===== src/lqrac_ram.sv =====
// ----------------------------------------------------------------------------
// lqrac_ram: generic single-write, single-read RAM
// One write port and one read port; read data registered.
// ----------------------------------------------------------------------------
module lqrac_ram #(
  parameter int WIDTH = 32,
  parameter int DEPTH = 4
) (
  input  logic                            clk,
  input  logic                            we,
  input  logic [(DEPTH>1?$clog2(DEPTH):1)-1:0] waddr,
  input  logic [WIDTH-1:0]                wdata,
  input  logic [(DEPTH>1?$clog2(DEPTH):1)-1:0] raddr,
  output logic [WIDTH-1:0]                rdata
);

  logic [WIDTH-1:0] mem [DEPTH];

  always_ff @(posedge clk) begin
    if (we) begin
      mem[waddr] <= wdata;
    end
    rdata <= mem[raddr];
  end

endmodule

===== config.mk =====
export PLATFORM = sky130hd
export DESIGN_NAME = lqrac_ram
export DESIGN_NICKNAME = d
export VERILOG_FILES = /design/src/lqrac_ram.sv
export SDC_FILE = /design/constraint.sdc
export NUM_CORES = 1
export LEC_CHECK = 0
export ABC_CLOCK_PERIOD_IN_PS = 2800
export BUFFER_PORTS_ARGS = -buffer_cell sky130_fd_sc_hd__buf_2
export CAP_MARGIN = 10
export CELL_PAD_IN_SITES_DETAIL_PLACEMENT = 1
export CELL_PAD_IN_SITES_GLOBAL_PLACEMENT = 2
export CORE_ASPECT_RATIO = 0.6
export CORE_MARGIN = 5
export CORE_UTILIZATION = 33
export DETAILED_ROUTE_END_ITERATION = 10
export PLACE_DENSITY = 0.68
export SLEW_MARGIN = 10
export SYNTH_ARGS = -nofsm -noshare
export SYNTH_HDL_FRONTEND = slang
export SYNTH_SLANG_ARGS = --single-unit

===== constraint.sdc =====
create_clock -name clk -period 2.8 [get_ports clk]
set_clock_uncertainty 0.1 [all_clocks]
set_input_delay 0 -clock clk [delete_from_list [all_inputs] [get_ports clk]]
set_output_delay 0 -clock clk [all_outputs]
set_load 0.01 [all_outputs]

Yosys cells after proc, flatten, opt, wreduce, memory -nomap -nowiden
Memories as Yosys holds them, arrays and structs flattened. A register that Yosys moved wholly into a read port is not among the register bits.
Index checks and enable logic that the tools add are counted.
Storage, ports and cells
  flip-flop bits (word level): 0
  bits in writable memories: 128
  input bits: 38
  output and inout port bits: 32
  word-level logic and storage cells: 3
  memories kept: 1
Operators by class
  mux-type cells: 2
Memory list
  mem: depth 4, width 32, read ports 1, clocked after Yosys merged registers in 1, wr ports 1, RTL line 17  | logic [WIDTH-1:0] mem [DEPTH];
Operators by type and width (number)
  1-bit two-way mux: 2

Depth between registers and ports, before layout
  depth in word-level cells: 2
  depth in mapped cells: 3
  depth with buffers taken out: 1

Worst setup path after synthesis
No wires, ideal clock.
  path kind: input to register
  start: input port waddr[1] (netlist bit)
  end: memory mem[0][0] (enable)
  setup time: 468 ps
  data arrival time: 2403 ps
  data required time: 2232 ps
  path slack: -171 ps
  cell stages on the path: 1
  path buffers: 0
  cells stage by stage: nor3b_1
RTL lines
  start, declared: RTL line 11  | input logic [(DEPTH>1?$clog2(DEPTH):1)-1:0] waddr,
  end, declared: RTL line 17
Straight into the memory's write port.

Worst setup path after layout
  start: input port raddr[0] (netlist bit)
  end: register rdata[0], read port of mem
RTL lines
  start, declared: RTL line 13  | input logic [(DEPTH>1?$clog2(DEPTH):1)-1:0] raddr,
  end, declared: RTL line 14  | output logic [WIDTH-1:0] rdata
No word-level cell between the ends.

==> out/results.txt <==
min-delay worst type: input port to register
crit path from: raddr[0]
internal power: 4.116 mW
share of the synthesized area in the top cell type: 72.11%
CTS root buffer: clkbuf_16
launch point of the worst reg-to-reg path: mem[3][13]
clock latency on the worst-skew pair: 0.41 ns
GR Util All Layers: 11.46%
Design Area, Final: 0.006787 mm²
synthesized flop and latch total: 160
initial antenna violation count: 0
clock sinks: 160
Synth area leader: edfxtp_1
Startpoint Class: input port
Synthesized Nets: 241
crit path max fanout: 17
core area: 0.01604 mm²
antenna cells: 0
PwrDens: 778.7 mW/mm²
syn_area_per_cell: 26.26 µm²
worst r2r path cells: 1
max-slew violations: 0
cts bufs inserted: 17
Clk pwr share: 42.4%
fin crit share: 41.45%
register area share after synthesis: 84.13%
Initial Util: 33.24%
GR Overflow Total: 0
first-pass GRT wire length: 15640 µm
Static Leak: 2.382 nW
layout overhead on the synthesized area: 27.32%
Comb power frac: 5.6%
Synth Warn #: 0
top cells by area, synth: edfxtp_1, mux4_2, dfxtp_1
Layout Cells excl Fill: 540
Setup crit end kind: register
final setup margin: 1.639 ns
largest net degree at the start of global routing: 33
total number of vias: 2401
Fin Setup TNS: 0 ns
TritonCTS clock tree: built
WL final: 9892 µm
DR WL/cell: 18.32 µm
Max transition margin: 39.79%
drt drc: 0
IO buf count: 69
CTS clk-pin slew, worst paths: 0.07 ns
setup slack, reg-to-reg: 1.70 ns
Cells after Synth: 203
most common cell after layout, fill and taps aside: edfxtp_1
post-route antenna net violation count: 0
critical setup path kind: input port to register
Die W: 174.1 µm
Iteration-0 DRC Markers: 159
Worst EP arrival: 1.36 ns
Final Util: 42.32%
Nets: 356
DP Area: 0.005893 mm²
num ports: 70
status: finished clean
die footprint: 0.01888 mm²
RSZ-0062 raised after global routing: no
Netlist cell types: 10
drt pass-1 iters: 4
gpl congestion: 0.6706
Final Hold Violating Endpoints: 0
die height: 108.4 µm
Least-Margin Pin Slew: 0.9032 ns
Longest Clk Path Bufs: 2
dpl cells: 476
Rows: 36
Max VDD drop: 0.3368 mV
Max Clk Rate: 861.6 MHz
Place WS: 1.168 ns
RR Endpoint: rdata[13]
switching pwr: 1.169 mW
Net Sw Frac: 22.13%
Setup Viol. Count Final: 0
ratio of cells with drive above 1 in the final layout: 41.39%
vias in the first global route: 2760
sequential power share: 52.0%
via/cell ratio: 4.446
worst setup path end: rdata[0]
area of the mapped netlist: 0.005330 mm²
Hold WS: 0.1621 ns
commonest non-fill, non-tap cells in the layout: edfxtp_1, buf_2, dlygate4sd3_1, dfxtp_1, mux4_2
Tot Pwr: 5.285 mW
MaxCap Viol Count: 0
htree depth: 4
DPL Wire Length: 5664 µm
Worst EP required: 3.00 ns
Tmin final: 1.161 ns
per-layer routing:
metal  up-vias  track usage, %  routed length [µm]
li1       1081               -                   -
met1      1250           15.30                4772
met2        56           17.14                4498
met3        14           3.739                 478
met4         0           5.421                 143
met5         -               0                   0
layout make-up:
| cell class | count | area (µm²) |
|---|---|---|
| clock inverter | 15 | 147.6 |
| timing repair buffer | 103 | 693.2 |
| clock buffer | 17 | 425.4 |
| tap | 209 | 261.5 |
| sequential | 160 | 4484 |
| multi-input combinational | 36 | 774.5 |
| fill | 1520 | 9249 |
synth_stat cells, drive strengths merged:
cell,n
and3,1
and3b,2
buf,7
dfxtp,32
edfxtp,128
mux4,32
nor3b,1
sequential cells by signal, summed over array words and instances, names as in the netlist:
register / count
mem: 128
rdata: 32
how the worst min path moves through the flow:
stage / cells past startpoint / startpoint / slack (ns) / to
floorplan: 0 / wdata[0] / -0.001 / mem[0][0]
detailed placement: 1 / wdata[9] / 0.12 / mem[1][9]
global placement: 1 / wdata[10] / 0.11 / mem[2][10]
CTS: 3 / waddr[0] / 0.16 / mem[0][3]
finish: 3 / waddr[0] / 0.16 / mem[0][3]
global route: 3 / waddr[0] / 0.18 / mem[0][3]
worst max-delay path, cell delays in order:
cell and delay (ns):
buf_2 0.51, buf_12 0.27, mux4_1 0.56
repair_timing:
item / in CTS / in global routing
hold buffers: 32 / 0
setup buffers: 0 / 0
resized for setup: 0 / 0
endpoints found under the hold margin: 128 / 0
cell families (layout without fill, tap and decap cells):
group / after synthesis / in the layout / share of synthesized area, %
buffers and inverters: 7 / 135 / 1.620
DFF: 160 / 160 / 84.13
muxes: 32 / 32 / 13.66
and+or+nand+nor: 4 / 4 / 0.5870
power by group through the flow:
stage,combinational [mW],clock [mW],sequential (mW)
floorplan,0.123,0,2.81
global placement,0.260,0,2.80
detailed placement,0.267,0,2.80
CTS,0.303,2.30,2.75
global route,0.322,2.43,2.76
finish,0.295,2.24,2.75
Note: power is estimated with default switching activity, not from simulation.
